`src/rtl/core/pdd_pkg.sv`:
```
`timescale 1ns / 1ps
`default_nettype none

package pdd_pkg;

   // Fixed field widths
   localparam int YEAR_W  = 7;
   localparam int MONTH_W = 4;
   localparam int DAY_W   = 5;
   localparam int RUN_W   = 7;
   localparam int CODE_W  = 20;
   localparam int SLOT_W  = 6;

   localparam int MAX_RUN_DEF = 64;

   // Calendar constants
   localparam logic [MONTH_W-1:0] MONTH_JAN = 4'd1;
   localparam logic [MONTH_W-1:0] MONTH_FEB = 4'd2;
   localparam logic [MONTH_W-1:0] MONTH_APR = 4'd4;
   localparam logic [MONTH_W-1:0] MONTH_JUN = 4'd6;
   localparam logic [MONTH_W-1:0] MONTH_SEP = 4'd9;
   localparam logic [MONTH_W-1:0] MONTH_NOV = 4'd11;
   localparam logic [MONTH_W-1:0] MONTH_DEC = 4'd12;
   localparam logic [YEAR_W-1:0]  YEAR_TOP  = 7'd99;
   localparam logic [YEAR_W-1:0]  YEAR_SPAN = 7'd100;
   localparam logic [DAY_W-1:0]   DAY_FIRST = 5'd1;

   typedef enum logic {
      ST_IDLE,
      ST_RUN
   } pdd_state_type;

   typedef struct packed {
      logic load;   // capture a new request
      logic step;   // emit current date, move back one day
   } pdd_cmd_type;

   typedef struct packed {
      logic len_zero;   // request on the ports asks for no dates
      logic slot_zero;  // current date is the last of the run
   } pdd_sts_type;

   function automatic logic [DAY_W-1:0] month_len(input logic [YEAR_W-1:0] year,
                                                  input logic [MONTH_W-1:0] month);
      logic [DAY_W-1:0] len;
      len = 5'd31;
      if (month == MONTH_FEB) begin
         len = (year[1:0] == 2'b00) ? 5'd29 : 5'd28;
      end else if (month == MONTH_APR || month == MONTH_JUN ||
                   month == MONTH_SEP || month == MONTH_NOV) begin
         len = 5'd30;
      end
      return len;
   endfunction

endpackage

`default_nettype wire

```
`src/rtl/core/pdd_ctrl.sv`:
```
`timescale 1ns / 1ps
`default_nettype none

module pdd_ctrl (
   input  wire logic                 clock,
   input  wire logic                 reset,
   input  wire logic                 start,
   input  pdd_pkg::pdd_sts_type      sts,
   output pdd_pkg::pdd_cmd_type      cmd,
   output logic                      busy,
   output logic                      strobe
);
   import pdd_pkg::*;

   pdd_state_type state_ff, state_in;
   logic          strobe_ff;

   always_ff @(posedge clock) begin
      if (reset) begin
         state_ff  <= ST_IDLE;
         strobe_ff <= 1'b0;
      end else begin
         state_ff  <= state_in;
         strobe_ff <= cmd.step;
      end
   end

   always_comb begin
      state_in = state_ff;
      cmd      = '0;
      case (state_ff)
         ST_IDLE: begin
            if (start) begin
               cmd.load = 1'b1;
               if (!sts.len_zero) begin
                  state_in = ST_RUN;
               end
            end
         end
         ST_RUN: begin
            cmd.step = 1'b1;
            if (sts.slot_zero) begin
               state_in = ST_IDLE;
            end
         end
         default: begin
            state_in = ST_IDLE;
         end
      endcase
   end

   assign busy   = (state_ff != ST_IDLE);
   assign strobe = strobe_ff;

endmodule

`default_nettype wire

```
`src/rtl/core/pdd_dpath.sv`:
```
`timescale 1ns / 1ps
`default_nettype none

module pdd_dpath #(
   parameter int MAX_RUN = pdd_pkg::MAX_RUN_DEF
) (
   input  wire logic                         clock,
   input  pdd_pkg::pdd_cmd_type              cmd,
   output pdd_pkg::pdd_sts_type              sts,
   input  wire logic [pdd_pkg::YEAR_W-1:0]   req_start_year,
   input  wire logic [pdd_pkg::MONTH_W-1:0]  req_start_month,
   input  wire logic [pdd_pkg::DAY_W-1:0]    req_start_day,
   input  wire logic [pdd_pkg::RUN_W-1:0]    req_run_length,
   output logic      [pdd_pkg::CODE_W-1:0]   rsp_date_code,
   output logic      [pdd_pkg::YEAR_W-1:0]   rsp_out_year,
   output logic      [pdd_pkg::MONTH_W-1:0]  rsp_out_month,
   output logic      [pdd_pkg::DAY_W-1:0]    rsp_out_day,
   output logic      [pdd_pkg::SLOT_W-1:0]   rsp_slot_index,
   output logic                              rsp_last
);
   import pdd_pkg::*;

   localparam int CNT_W = $clog2(MAX_RUN + 1);

   logic [YEAR_W-1:0]  year_ff,  year_in;
   logic [MONTH_W-1:0] month_ff, month_in;
   logic [DAY_W-1:0]   day_ff,   day_in;
   logic [CNT_W-1:0]   slot_ff,  slot_in;

   logic [CODE_W-1:0]  code_ff;
   logic [YEAR_W-1:0]  oyear_ff;
   logic [MONTH_W-1:0] omonth_ff;
   logic [DAY_W-1:0]   oday_ff;
   logic [CNT_W-1:0]   oslot_ff;
   logic               olast_ff;

   logic [RUN_W-1:0]   run_sat;
   logic [YEAR_W-1:0]  prev_year;
   logic [MONTH_W-1:0] prev_month;
   logic [CODE_W-1:0]  code_now;

   // Clamp the run length to the slot capacity
   assign run_sat = (req_run_length > RUN_W'(MAX_RUN)) ? RUN_W'(MAX_RUN) : req_run_length;

   assign sts.len_zero  = (req_run_length == '0);
   assign sts.slot_zero = (slot_ff == '0);

   always_comb begin
      prev_year  = year_ff;
      prev_month = month_ff - 4'd1;
      if (month_ff == MONTH_JAN) begin
         prev_month = MONTH_DEC;
         prev_year  = (year_ff == '0) ? YEAR_TOP : year_ff - 7'd1;
      end
   end

   always_comb begin
      year_in  = year_ff;
      month_in = month_ff;
      day_in   = day_ff;
      slot_in  = slot_ff;
      if (cmd.load) begin
         year_in  = (req_start_year >= YEAR_SPAN) ? req_start_year - YEAR_SPAN
                                                  : req_start_year;
         month_in = (req_start_month == '0)      ? MONTH_JAN :
                    (req_start_month > MONTH_DEC) ? MONTH_DEC : req_start_month;
         day_in   = (req_start_day == '0) ? DAY_FIRST : req_start_day;
         slot_in  = CNT_W'(run_sat - 7'd1);
      end else if (cmd.step) begin
         slot_in = slot_ff - CNT_W'(1);
         if (day_ff == DAY_FIRST) begin
            year_in  = prev_year;
            month_in = prev_month;
            day_in   = month_len(prev_year, prev_month);
         end else begin
            day_in = day_ff - 5'd1;
         end
      end
   end

   assign code_now = CODE_W'(day_ff) + CODE_W'(month_ff) * CODE_W'(100)
                   + CODE_W'(year_ff) * CODE_W'(10000);

   always_ff @(posedge clock) begin
      year_ff  <= year_in;
      month_ff <= month_in;
      day_ff   <= day_in;
      slot_ff  <= slot_in;
      if (cmd.step) begin
         code_ff   <= code_now;
         oyear_ff  <= year_ff;
         omonth_ff <= month_ff;
         oday_ff   <= day_ff;
         oslot_ff  <= slot_ff;
         olast_ff  <= (slot_ff == '0);
      end
   end

   assign rsp_date_code  = code_ff;
   assign rsp_out_year   = oyear_ff;
   assign rsp_out_month  = omonth_ff;
   assign rsp_out_day    = oday_ff;
   assign rsp_slot_index = SLOT_W'(oslot_ff);
   assign rsp_last       = olast_ff;

endmodule

`default_nettype wire

```
`src/rtl/core/previous_days_date_run.sv`:
```
// Channel   | Ports                                   | Beat taken when
// ----------+-----------------------------------------+----------------------------
// request   | start, busy, req_start_year/month/day,  | start high and busy low
//           | req_run_length                          |
// response  | rsp_strobe, rsp_date_code, rsp_out_*,   | every cycle rsp_strobe high
//           | rsp_slot_index, rsp_last                |
//
// A request of length N, clamped to MAX_RUN, gives N response beats on
// consecutive cycles, registered after the load and each run-state step;
// one pass of the shared date step register set per cycle sets the pace.
// Busy drops in the cycle of the last beat; a new request may be taken there.
// A request of length zero gives no beats and busy never rises.
// Reset is synchronous and clears the controller and the response strobe.
// The response side cannot stall: each beat is valid for one cycle only.
`timescale 1ns / 1ps
`default_nettype none

module previous_days_date_run #(
   parameter int MAX_RUN = pdd_pkg::MAX_RUN_DEF
) (
   input  wire logic                         clock,
   input  wire logic                         reset,
   input  wire logic                         start,
   output logic                              busy,
   input  wire logic [pdd_pkg::YEAR_W-1:0]   req_start_year,
   input  wire logic [pdd_pkg::MONTH_W-1:0]  req_start_month,
   input  wire logic [pdd_pkg::DAY_W-1:0]    req_start_day,
   input  wire logic [pdd_pkg::RUN_W-1:0]    req_run_length,
   output logic                              rsp_strobe,
   output logic      [pdd_pkg::CODE_W-1:0]   rsp_date_code,
   output logic      [pdd_pkg::YEAR_W-1:0]   rsp_out_year,
   output logic      [pdd_pkg::MONTH_W-1:0]  rsp_out_month,
   output logic      [pdd_pkg::DAY_W-1:0]    rsp_out_day,
   output logic      [pdd_pkg::SLOT_W-1:0]   rsp_slot_index,
   output logic                              rsp_last
);
   import pdd_pkg::*;

   pdd_cmd_type cmd;
   pdd_sts_type sts;

   // Sequence the run: load on the request beat, then advance one day a cycle
   pdd_ctrl u_ctrl (
      .clock  (clock),
      .reset  (reset),
      .start  (start),
      .sts    (sts),
      .cmd    (cmd),
      .busy   (busy),
      .strobe (rsp_strobe)
   );

   // Hold the current date and slot count; register each emitted date
   pdd_dpath #(
      .MAX_RUN (MAX_RUN)
   ) u_dpath (
      .clock           (clock),
      .cmd             (cmd),
      .sts             (sts),
      .req_start_year  (req_start_year),
      .req_start_month (req_start_month),
      .req_start_day   (req_start_day),
      .req_run_length  (req_run_length),
      .rsp_date_code   (rsp_date_code),
      .rsp_out_year    (rsp_out_year),
      .rsp_out_month   (rsp_out_month),
      .rsp_out_day     (rsp_out_day),
      .rsp_slot_index  (rsp_slot_index),
      .rsp_last        (rsp_last)
   );

   // Drop the strobe right after the final beat of a run
   a_last_ends_run: assert property (@(posedge clock) disable iff (reset)
      (rsp_strobe && rsp_last) |=> !rsp_strobe)
      else $error("response beat after the last beat of a run");

   // A zero-length request never raises busy
   a_zero_len_idle: assert property (@(posedge clock) disable iff (reset)
      (start && !busy && (req_run_length == '0)) |=> !busy)
      else $error("busy raised for a zero-length request");

   // Each beat comes out of a running sequence
   a_beat_from_run: assert property (@(posedge clock) disable iff (reset)
      rsp_strobe |-> $past(busy))
      else $error("response beat without an active run");

endmodule

`default_nettype wire

```
`config.mk`:
```
export PLATFORM = sky130hd
export DESIGN_NAME = previous_days_date_run
export DESIGN_NICKNAME = d
export VERILOG_FILES = /design/src/rtl/core/pdd_pkg.sv /design/src/rtl/core/pdd_ctrl.sv /design/src/rtl/core/pdd_dpath.sv /design/src/rtl/core/previous_days_date_run.sv
export SDC_FILE = /design/constraint.sdc
export NUM_CORES = 1
export LEC_CHECK = 0
export BUFFER_PORTS_ARGS = -buffer_cell sky130_fd_sc_hd__buf_2
export CAP_MARGIN = 25
export CORE_MARGIN = 4
export CORE_UTILIZATION = 30
export DETAILED_ROUTE_END_ITERATION = 10
export GPL_TIMING_DRIVEN = 0
export SETUP_SLACK_MARGIN = 0.5
export SYNTH_ARGS = -nofsm -noshare
export SYNTH_HDL_FRONTEND = slang
export SYNTH_HIERARCHICAL = 1
export SYNTH_SLANG_ARGS = --single-unit
```
`constraint.sdc`:
```
create_clock -name clock -period 4.85 [get_ports clock]
set_input_delay 0.2425 -clock clock [delete_from_list [all_inputs] [get_ports clock]]
set_output_delay 0.2425 -clock clock [all_outputs]
set_load 0.03 [all_outputs]
```
==> results.py, run 1 <==
metrics = {
    "sta": {
        "fin_skew_ns": 0.009877,
        "share_of_the_clock_period_used_by_the_worst_path_after_layout": 0.8575,
        "hold_viol_final": 0,
        "slew_headroom": 0.5917,
        "timing_worst_slew_pin_value_ns": 0.6125,
        "timing.final.setup_violations": 0,
        "final.min_clock_period_ns": 4.159,
        "setup_repair_after_global_routing_missed_its_margin": "false",
        "totalNegativeSetupSlack_ns": 0,
        "fmax_mhz": 240.5,
        "slew_violations": 0,
    },
    "grt": {
        "pin_count_of_the_biggest_net_entering_global_routing": 44,
        "grt_pass1_vias": 3448,
        "overflow": 0,
        "grt_util_all_layers": 0.1102,
        "number_of_antenna_violations_at_the_first_check_in_global_routing": 0,
        "grt_pass1_wl_mm": 16.39,
    },
    "finish": {
        "flow.area_growth_from_synthesis_pct": 23.52,
        "footprint_of_the_flip_flops_and_latches_um2": 1962,
        "layout.core_utilization": 0.3830,
        "final.fill_count": 1562,
        "multi_input_area_um2": 2928,
        "drive_gt1_frac": 0.2536,
        "design.final.nets": 664,
        "n_antenna_cell": 0,
    },
    "critical_path": {
        "cp_slowest_stage_delay_ns": 0.53,
        "slowest_stage_cell_cp": "sky130_fd_sc_hd__fa_1",
        "worstRegToRegCells": 15,
        "timing.rr.start": "u_dpath/year_ff[5]",
        "regToRegSetupSlack_ns": 0.69,
        "critical_path_arrival_ns": 4.24,
        "reg2reg_to": "u_dpath/rsp_date_code[19]",
        "critPathBufInv": 3,
        "crit_path_start_kind": "register",
        "crit_path_class": "reg -> reg",
        "crit_path_end_kind": "register",
        "path_cells": "inv_2 -> ha_4 -> ha_1 -> inv_1 -> fa_1 -> inv_1 -> fa_1 -> ha_4 -> a21o_1 -> or2_4 -> or2_4 -> o311ai_4 -> nand3_2 -> nor4_4 -> xnor2_1",
        "critical_path_required_ns": 4.93,
        "critical_path.top_delay_family": "adder cells",
        "critPathMaxFanout": 4,
    },
    "floorplan": {
        "design.core.area_um2": 16060,
        "die_y_um": 136.8,
        "die_x_um": 136.8,
        "initial_core_util": 0.3100,
        "floorplan.die_area_um2": 18720,
        "placement_rows": 46,
        "io_pins": 71,
    },
    "yosys": {
        "post_synth_and_or_nand_nor_area_fraction": 0.1133,
        "largest_family_of_logic_cells_by_synthesized_area": "adder cells",
        "netlist-cell-type-count": 58,
        "mappedNetlistArea_um2": 4979,
        "ys_seq_elements": 66,
        "synth.net_count": 567,
        "postSynth.asyncResetShare": 0,
        "synth_area_per_cell_um2": 11.06,
        "synthMuxAreaShare": 0.02061,
        "synth_top_flop_cell": "sky130_fd_sc_hd__edfxtp_1",
        "synth_sequential_area_ratio": 0.3941,
        "synth_fa_ha_area_frac": 0.2453,
        "yosys_warnings": 6,
        "yosys.area_share.xor_xnor": 0.07213,
        "compound_cell_area_share_of_the_yosys_netlist": 0.1086,
        "synth_cells": 450,
        "synth_enable_flop_cells": 64,
    },
    "pwr": {
        "netSwitchingFraction": 0.3939,
        "p_int_mw": 2.020,
        "switchingPower_mw": 1.313,
        "cellPowerDensity_nw_per_um2": 542.0,
        "p_leak_nw": 2.677,
        "p_seq_frac": 0.278,
        "pwr-share-comb": 0.533,
        "share_clk_of_total_power": 0.189,
        "worst_ir_drop_vdd_uv": 201.8,
    },
    "drt": {
        "drcViolationCount": 0,
        "route.detailed.wl_per_inst_um": 13.45,
        "detailroute.via_count": 3573,
        "avgViaCountPerCell": 4.652,
        "remaining_antenna_violation_count_after_routing": 0,
        "first_pass_iters": 4,
        "drt-total-wl_mm": 10.33,
        "drt_iter0_drc": 131,
    },
    "clock_network": {
        "number_of_levels_the_h_tree_was_split_into": 3,
        "cts_inserted_buffers": 9,
        "tritoncts": "done",
        "tritoncts_num_sinks": 66,
        "clock_tree.root_cell": "sky130_fd_sc_hd__clkbuf_16",
        "clock_tree_buffer_depth": 2,
        "clk_latency_ns": 0.33,
        "hold_buffers": 0,
        "clkSlewWorstSetupHoldPaths_ns": 0.05,
    },
    "placement": {
        "detailed_place_hpwl_mm": 7.883,
        "routabilityCongestion": 0.8076,
        "io_buffer_count": 70,
    },
    "min_path": {
        "hold_path_class": "in -> reg",
        "whs_endpoint": "u_ctrl/strobe",
        "min_delay_path_depth": 2,
        "min_from": "reset",
    },
    "outcome": {
        "result_of_the_run": "finished clean",
    },
    "flow_run": {
        "max-cap-violations": 0,
    },
}
## kinds of logic (layout without fill, tap and decap cells)
kind of cell | after synthesis | count (layout)
xor+xnor | 41 | 41
mux | 10 | 10
flops | 66 | 66
buf+inv | 58 | 160
compound gates | 76 | 76
fa+ha+maj | 91 | 91
simple gates | 108 | 108
## metrics by stage
stage	cell area, µm²	setup WS [ns]	std cells	total power, mW	hold WS, ns
6_report	6150	0.6912	768	3.333	0.1095
3_5_place_dp	5604	0.1032	736	2.548	0.4498
2_1_floorplan	4984	0.5461	450	2.209	0.3141
4_1_cts	5968	0.5063	761	3.241	0.09242
3_3_place_gp	5604	0.1867	736	2.519	0.4491
5_1_grt	6150	0.4888	768	3.586	0.1045
## cell usage in the layout, fill, tap and decap left out, drive strengths merged, types with 6 or more instances in the layout
cell type / instances
a21o: 6
a21oi: 18
xor2: 9
or2: 6
nand2: 29
nand3: 9
nor2: 24
edfxtp: 64
inv: 49
fa: 11
nor2b: 12
o21ai: 18
ha: 80
mux2i: 8
clkbuf: 20
buf: 88
xnor2: 32
## final cells by class
class,instances,area share
multi-input combinational,326,0.4761
clock inverter,3,0.006918
clock buffer,13,0.03906
inverter,49,0.02991
timing repair buffer,86,0.07731
tap,216,0.04395
sequential,66,0.3190
buffer,9,0.007731
## registers in the layout, indices dropped and copies added, names as in the netlist
name	flops
u_dpath/rsp_date_code	20
u_dpath/rsp_out_year	7
u_dpath/slot_ff	7
u_dpath/year_ff	7
u_dpath/oslot_ff	6
u_dpath/day_ff	5
u_dpath/month_ff	4
u_dpath/rsp_out_month	4
u_dpath/rsp_out_day	3
u_ctrl/busy	1
u_ctrl/strobe	1
u_dpath/rsp_last	1
## how the worst max path moves through the flow
stage                       start                   endpoint  slack, ns  cells after the start
2_1_floorplan  u_dpath/year_ff[2]  u_dpath/rsp_date_code[18]       0.55                     16
3_3_place_gp   u_dpath/year_ff[2]  u_dpath/rsp_date_code[18]       0.19                     16
3_5_place_dp   u_dpath/year_ff[2]  u_dpath/rsp_date_code[18]       0.10                     16
4_1_cts        u_dpath/year_ff[5]  u_dpath/rsp_date_code[19]       0.51                     15
5_1_grt        u_dpath/year_ff[5]  u_dpath/rsp_date_code[19]       0.49                     15
6_report       u_dpath/year_ff[5]  u_dpath/rsp_date_code[19]       0.69                     15
## power by group through the flow
stage / combinational, mW / sequential, mW / clock (mW)
3_5_place_dp: 1.60 / 0.947 / 0
5_1_grt: 1.97 / 0.945 / 0.672
3_3_place_gp: 1.57 / 0.946 / 0
6_report: 1.78 / 0.928 / 0.628
4_1_cts: 1.66 / 0.931 / 0.650
2_1_floorplan: 1.10 / 1.11 / 0
## synth_stat cells, types with 2 or more instances
cell type | count | area, µm²
sky130_fd_sc_hd__a21o_1 | 5 | 37.54
sky130_fd_sc_hd__dfxtp_1 | 2 | 40.04
sky130_fd_sc_hd__or3_1 | 2 | 12.51
sky130_fd_sc_hd__a211oi_1 | 3 | 22.52
sky130_fd_sc_hd__mux2i_1 | 8 | 80.08
sky130_fd_sc_hd__ha_1 | 80 | 1001
sky130_fd_sc_hd__o21bai_1 | 2 | 15.01
sky130_fd_sc_hd__inv_1 | 49 | 183.9
sky130_fd_sc_hd__nor2b_1 | 11 | 68.82
sky130_fd_sc_hd__fa_1 | 11 | 220.2
sky130_fd_sc_hd__clkbuf_1 | 6 | 22.52
sky130_fd_sc_hd__o32ai_1 | 2 | 17.52
sky130_fd_sc_hd__or4_1 | 3 | 22.52
sky130_fd_sc_hd__nor3_1 | 5 | 25.02
sky130_fd_sc_hd__or2_2 | 4 | 25.02
sky130_fd_sc_hd__buf_4 | 3 | 22.52
sky130_fd_sc_hd__o21a_1 | 3 | 22.52
sky130_fd_sc_hd__o31ai_1 | 5 | 37.54
sky130_fd_sc_hd__or2_4 | 2 | 17.52
sky130_fd_sc_hd__nand3_1 | 8 | 40.04
sky130_fd_sc_hd__nand4_1 | 2 | 12.51
sky130_fd_sc_hd__xor2_1 | 9 | 78.83
sky130_fd_sc_hd__nor4_1 | 4 | 25.02
sky130_fd_sc_hd__mux2_2 | 2 | 22.52
sky130_fd_sc_hd__and3_1 | 3 | 18.77
sky130_fd_sc_hd__and2_1 | 2 | 12.51
sky130_fd_sc_hd__o311ai_4 | 2 | 52.55
sky130_fd_sc_hd__o22ai_1 | 2 | 12.51
sky130_fd_sc_hd__nand2_1 | 29 | 108.9
sky130_fd_sc_hd__o21ai_0 | 18 | 90.09
sky130_fd_sc_hd__xnor2_1 | 32 | 280.3
sky130_fd_sc_hd__nor2_1 | 24 | 90.09
sky130_fd_sc_hd__a21oi_1 | 18 | 90.09
sky130_fd_sc_hd__o2111ai_1 | 2 | 17.52
sky130_fd_sc_hd__edfxtp_1 | 64 | 1922
## repair_timing
action,in CTS,in global routing
gates resized for setup,4,20
cloned,0,0
pin swaps,2,12
endpoints found under the setup margin,6,5
setup buffers,9,6
## routing by layer
| layer | track usage | vias up | share of wire |
|---|---|---|---|
| met5 | 0 | - | 0 |
| met4 | 0.04102 | 0 | 0.013 |
| met3 | 0.03199 | 9 | 0.050 |
| met2 | 0.1739 | 68 | 0.47 |
| met1 | 0.1435 | 1689 | 0.46 |
| li1 | - | 1807 | - |
Note: power is estimated with default switching activity, not from simulation.
==> inputs of run 2 (changes only) <==
Settings changed: CTS_BUF_LIST set to sky130_fd_sc_hd__clkbuf_4.
==> results.py, run 2 (synthesis results as in run 1) <==
metrics = {
    "outcome": {
        "result_of_the_run": "finished clean",
    },
    "drt": {
        "drt_iter0_drc": 123,
        "detailroute.via_count": 3576,
        "remaining_antenna_violation_count_after_routing": 0,
        "route.detailed.wl_per_inst_um": 13.40,
        "drt-total-wl_mm": 10.32,
        "first_pass_iters": 4,
        "avgViaCountPerCell": 4.644,
        "drcViolationCount": 0,
    },
    "min_path": {
        "hold_path_class": "in -> reg",
        "min_from": "req_start_day[2]",
    },
    "pwr": {
        "worst_ir_drop_vdd_uv": 202.8,
        "p_leak_nw": 2.625,
        "power_mw": 3.082,
        "cellPowerDensity_nw_per_um2": 512.0,
    },
    "floorplan": {
        "initial_core_util": 0.3100,
        "io_pins": 71,
        "design.core.area_um2": 16060,
        "placement_rows": 46,
        "floorplan.die_area_um2": 18720,
        "die_x_um": 136.8,
        "die_y_um": 136.8,
    },
    "finish": {
        "final_cell_mix": "sky130_fd_sc_hd__ha_1, sky130_fd_sc_hd__buf_2, sky130_fd_sc_hd__edfxtp_1",
        "final.fill_count": 1570,
        "postLayoutCellArea_um2": 6020,
        "largest_register_ff_count": 20,
        "drive_gt1_frac": 0.2604,
        "layout.cells.most_common": "sky130_fd_sc_hd__ha_1",
        "flow.area_growth_from_synthesis_pct": 20.91,
        "design.final.nets": 665,
        "final_cells": 770,
    },
    "placement": {
        "routabilityCongestion": 0.8076,
        "detailed_place_hpwl_mm": 7.883,
        "dp.cells": 736,
        "place_area_um2": 5604,
        "io_buffer_count": 70,
        "placement.setup.worst_slack_ns": 0.1032,
    },
    "sta": {
        "slew_violations": 0,
        "timing_worst_slew_pin_value_ns": 0.6232,
        "share_of_the_clock_period_used_by_the_worst_path_after_layout": 0.8612,
        "hold_viol_final": 0,
        "totalNegativeSetupSlack_ns": 0,
        "timing.final.setup_violations": 0,
        "setup_repair_after_global_routing_missed_its_margin": "false",
        "setup_slack_ns": 0.6732,
        "final.min_clock_period_ns": 4.177,
        "fmax_mhz": 239.4,
        "fin_skew_ns": 0.02734,
        "slew_headroom": 0.5845,
    },
    "clock_network": {
        "number_of_levels_the_h_tree_was_split_into": 3,
        "clock_tree.root_cell": "sky130_fd_sc_hd__clkbuf_4",
        "clk_latency_ns": 0.45,
        "tritoncts": "done",
        "clkSlewWorstSetupHoldPaths_ns": 0.12,
        "clock_tree_buffer_depth": 2,
        "tritoncts_num_sinks": 66,
        "cts_inserted_buffers": 9,
    },
    "critical_path": {
        "critPathMaxFanout": 5,
        "timing.rr.start": "u_dpath/year_ff[2]",
        "critical_path_required_ns": 5.02,
        "critical_path_arrival_ns": 4.35,
        "crit_path_end_kind": "register",
        "crit_path_start_kind": "register",
        "crit_path_class": "reg -> reg",
        "worstSetupStartpoint": "u_dpath/year_ff[2]",
    },
    "grt": {
        "number_of_antenna_violations_at_the_first_check_in_global_routing": 1,
        "grt_pass1_vias": 3431,
        "grt_pass1_wl_mm": 16.39,
        "grt_util_all_layers": 0.1114,
        "overflow": 0,
        "pin_count_of_the_biggest_net_entering_global_routing": 44,
    },
    "flow_run": {
        "max-cap-violations": 0,
    },
}
run 2: report_power, final:
part	total [mW]	switching, mW	leakage [nW]	internal (mW)
registers	0.925	0.0705	0.629	0.855
clock network	0.384	0.204	0.0780	0.180
logic	1.77	1.01	1.92	0.766
run 2: final timing paths:
kind                                             endpoint  slack (ns)  cells past startpoint
worst max register to register  u_dpath/rsp_date_code[18]        0.67                     14
worst min register to register        u_dpath/oslot_ff[2]        0.51                      0
worst max-delay path            u_dpath/rsp_date_code[18]        0.67                     14
worst min-delay path                    u_dpath/day_ff[2]        0.11                      3
run 2: routing by layer:
layer	vias to the layer above	global-route usage	routed length, µm
li1	1810	-	-
met1	1685	0.1431	4793
met2	73	0.1739	4816
met3	8	0.03860	558
met4	0	0.04102	147
met5	-	0	0
run 2: per-stage QoR:
step                utilization  hold WS [ns]
floorplan                     -        0.3141
global placement         0.3490        0.4491
detailed placement       0.3490        0.4498
CTS                      0.3634       0.06697
global route             0.3749       0.08655
finish                   0.3749        0.1087
run 2: area by class of cell:
cell class	count	area [µm²]	share of cell area
multi-input combinational	326	2928	0.4864
sequential	66	1962	0.3259
timing repair buffer	87	485.5	0.08065
tap	216	270.3	0.04490
inverter	49	183.9	0.03055
clock buffer	13	97.59	0.01621
buffer	9	47.55	0.007899
clock inverter	3	42.54	0.007067
antenna	1	2.502	0.0004157
run 2: what timing repair did:
action | CTS | global route
hold endpoints to repair | 1 | 0
gates cloned | 0 | 0
hold buffers | 1 | 0
setup buffers | 9 | 6
resized for setup | 4 | 20
endpoints found under the setup margin | 6 | 5
pin swaps | 3 | 12
run 2: worst max-delay path: stages, from the launching register on:
cell and delay, ns:
sky130_fd_sc_hd__edfxtp_1 0.44, sky130_fd_sc_hd__inv_2 0.09, sky130_fd_sc_hd__buf_4 0.15, sky130_fd_sc_hd__fa_1 0.44, sky130_fd_sc_hd__fa_1 0.54, sky130_fd_sc_hd__inv_1 0.04
sky130_fd_sc_hd__ha_1 0.33, sky130_fd_sc_hd__ha_4 0.27, sky130_fd_sc_hd__nor2b_1 0.15, sky130_fd_sc_hd__o2111ai_1 0.25, sky130_fd_sc_hd__nand2_1 0.15, sky130_fd_sc_hd__o41ai_1 0.36
sky130_fd_sc_hd__xor2_1 0.47, sky130_fd_sc_hd__nor3b_2 0.10, sky130_fd_sc_hd__xnor2_1 0.14
==> inputs of run 3 (changes only) <==
Settings changed: CORE_ASPECT_RATIO set to 1.1, MAX_ROUTING_LAYER set to met4.
==> results.py, run 3 (synthesis results as in run 1) <==
metrics = {
    "critical_path": {
        "cell_with_the_most_instances_on_the_worst_path": "sky130_fd_sc_hd__inv_1",
        "regToRegSetupSlack_ns": 0.60,
        "critical_path.top_delay_family": "adder cells",
        "critPathMaxFanout": 6,
        "crit_path_start_kind": "register",
        "crit_path_class": "reg -> reg",
        "cp_slowest_stage_delay_ns": 0.52,
        "crit_path_end_kind": "register",
        "critPathBufInv": 4,
        "worstRegToRegCells": 16,
        "reg2reg_to": "u_dpath/rsp_date_code[17]",
        "critical_path_required_ns": 5.02,
        "critical_path_arrival_ns": 4.43,
        "timing.rr.start": "u_dpath/year_ff[5]",
        "path_cells": "inv_1 -> ha_1 -> ha_1 -> inv_1 -> fa_1 -> inv_1 -> fa_1 -> ha_4 -> a21o_1 -> or2_4 -> or2_4 -> a311o_2 -> nand3_2 -> buf_4 -> nor2_1 -> xnor2_1",
        "slowest_stage_cell_cp": "sky130_fd_sc_hd__fa_1",
    },
    "sta": {
        "totalNegativeSetupSlack_ns": 0,
        "timing_worst_slew_pin_value_ns": 0.6559,
        "setup_repair_after_global_routing_missed_its_margin": "true",
        "final.min_clock_period_ns": 4.252,
        "fmax_mhz": 235.2,
        "timing.final.setup_violations": 0,
        "hold_viol_final": 0,
        "slew_violations": 0,
        "share_of_the_clock_period_used_by_the_worst_path_after_layout": 0.8767,
        "fin_skew_ns": 0.02069,
        "finalHoldWorstSlack_ns": 0.1147,
        "slew_headroom": 0.5628,
    },
    "min_path": {
        "whs_endpoint": "u_dpath/day_ff[4]",
        "min_from": "req_start_day[4]",
        "min_delay_path_depth": 3,
        "hold_path_class": "in -> reg",
    },
    "clock_network": {
        "tritoncts": "done",
        "clock_tree_buffer_depth": 2,
        "number_of_levels_the_h_tree_was_split_into": 3,
        "tritoncts_num_sinks": 66,
        "cts_inserted_buffers": 9,
        "clk_latency_ns": 0.42,
        "clock_tree.root_cell": "sky130_fd_sc_hd__clkbuf_4",
        "clkSlewWorstSetupHoldPaths_ns": 0.12,
    },
    "grt": {
        "grt_pass1_wl_mm": 16.72,
        "overflow": 0,
        "number_of_antenna_violations_at_the_first_check_in_global_routing": 1,
        "grt_pass1_vias": 3602,
        "pin_count_of_the_biggest_net_entering_global_routing": 44,
        "grt_util_all_layers": 0.1146,
    },
    "drt": {
        "drt-total-wl_mm": 10.32,
        "drcViolationCount": 0,
        "avgViaCountPerCell": 4.727,
        "first_pass_iters": 5,
        "remaining_antenna_violation_count_after_routing": 0,
        "drt_iter0_drc": 173,
        "route.detailed.wl_per_inst_um": 13.66,
        "detailroute.via_count": 3569,
    },
    "pwr": {
        "cellPowerDensity_nw_per_um2": 529.4,
        "power_mw": 3.167,
        "worst_ir_drop_vdd_uv": 181.0,
        "p_leak_nw": 2.627,
    },
    "placement": {
        "io_buffer_count": 70,
        "routabilityCongestion": 0.7991,
        "detailed_place_hpwl_mm": 7.980,
        "dp.cells": 724,
    },
    "finish": {
        "footprint_of_the_flip_flops_and_latches_um2": 1962,
        "design.final.nets": 662,
        "final.fill_count": 1616,
        "final_cells": 755,
        "layout.cells.most_common": "sky130_fd_sc_hd__ha_1",
        "multi_input_area_um2": 2909,
        "drive_gt1_frac": 0.2509,
        "largest_register_ff_count": 20,
        "final_cell_mix": "sky130_fd_sc_hd__ha_1, sky130_fd_sc_hd__buf_2, sky130_fd_sc_hd__edfxtp_1",
        "flow.area_growth_from_synthesis_pct": 20.16,
        "layout.core_utilization": 0.3668,
    },
    "floorplan": {
        "die_y_um": 143.1,
        "initial_core_util": 0.3053,
        "die_x_um": 130.8,
        "floorplan.die_area_um2": 18720,
        "io_pins": 71,
        "design.core.area_um2": 16310,
        "placement_rows": 49,
    },
    "outcome": {
        "result_of_the_run": "finished clean",
    },
    "flow_run": {
        "max-cap-violations": 0,
    },
}
==> run 3: cell count changes in the layout (fill, tap and decap cells not counted), sizes merged <==
cell and delta:
inv +2, clkbuf -4, bufinv +1, clkinvlp -1
clkinv +2, buf -3
==> run 3: worst reg2reg max path, cell delays in order, from the launching register on <==
cell and delay [ns]:
sky130_fd_sc_hd__edfxtp_1 0.45, sky130_fd_sc_hd__inv_1 0.11, sky130_fd_sc_hd__ha_1 0.24, sky130_fd_sc_hd__ha_1 0.27, sky130_fd_sc_hd__inv_1 0.05, sky130_fd_sc_hd__fa_1 0.52
sky130_fd_sc_hd__inv_1 0.05, sky130_fd_sc_hd__fa_1 0.48, sky130_fd_sc_hd__ha_4 0.29, sky130_fd_sc_hd__a21o_1 0.20, sky130_fd_sc_hd__or2_4 0.27, sky130_fd_sc_hd__or2_4 0.26
sky130_fd_sc_hd__a311o_2 0.42, sky130_fd_sc_hd__nand3_2 0.11, sky130_fd_sc_hd__buf_4 0.11, sky130_fd_sc_hd__nor2_1 0.04, sky130_fd_sc_hd__xnor2_1 0.14
==> run 3: timing repair <==
action / in CTS / in global routing
hold buffers: 1 / 0
hold endpoints to repair: 1 / 0
buffers inserted: 8 / 4
pin swaps: 1 / 8
gates resized for setup: 4 / 14
endpoints found under the setup margin: 5 / 3
==> run 3: through the flow <==
| stage | area [µm²] | worst slack [ns] |
|---|---|---|
| final | 5982 | 0.5980 |
| after global routing | 5982 | 0.4615 |
| after CTS | 5852 | 0.5313 |
| after detailed placement | 5589 | 0.1328 |
| after global placement | 5589 | 0.1661 |
| after floorplan | 4984 | 0.5461 |
==> run 3: worst max path at each step <==
stage,start,to,depth (start not counted)
global placement,u_dpath/year_ff[2],u_dpath/rsp_date_code[18],16
CTS,u_dpath/year_ff[1],u_dpath/rsp_date_code[15],17
finish,u_dpath/year_ff[5],u_dpath/rsp_date_code[17],16
floorplan,u_dpath/year_ff[2],u_dpath/rsp_date_code[18],16
detailed placement,u_dpath/year_ff[1],u_dpath/rsp_date_code[18],16
global route,u_dpath/year_ff[5],u_dpath/rsp_date_code[17],16
==> run 3: power by group <==
part	total (mW)	switching (mW)	internal, mW
combinational	1.80	1.02	0.783
sequential	0.926	0.0715	0.854
clock	0.438	0.224	0.213
==> run 3: final cells by class <==
class	count	share of cell area
flip-flops and latches	66	0.3280
repair buffers	84	0.07613
clock buffers	9	0.01129
diodes	1	0.0004183
multi-input cells	326	0.4863
plain buffers	9	0.007739
inverters	49	0.03075
well taps	204	0.04267
clock inverters	7	0.01673
==> run 3: metal layers <==
| metal | vias to the layer above | part of all wire | track usage |
|---|---|---|---|
| li1 | 1800 | - | - |
| met1 | 1691 | 0.45 | 0.1371 |
| met2 | 70 | 0.49 | 0.1919 |
| met3 | 8 | 0.041 | 0.02469 |
| met4 | 0 | 0.012 | 0.03628 |
| met5 | - | 0 | - |
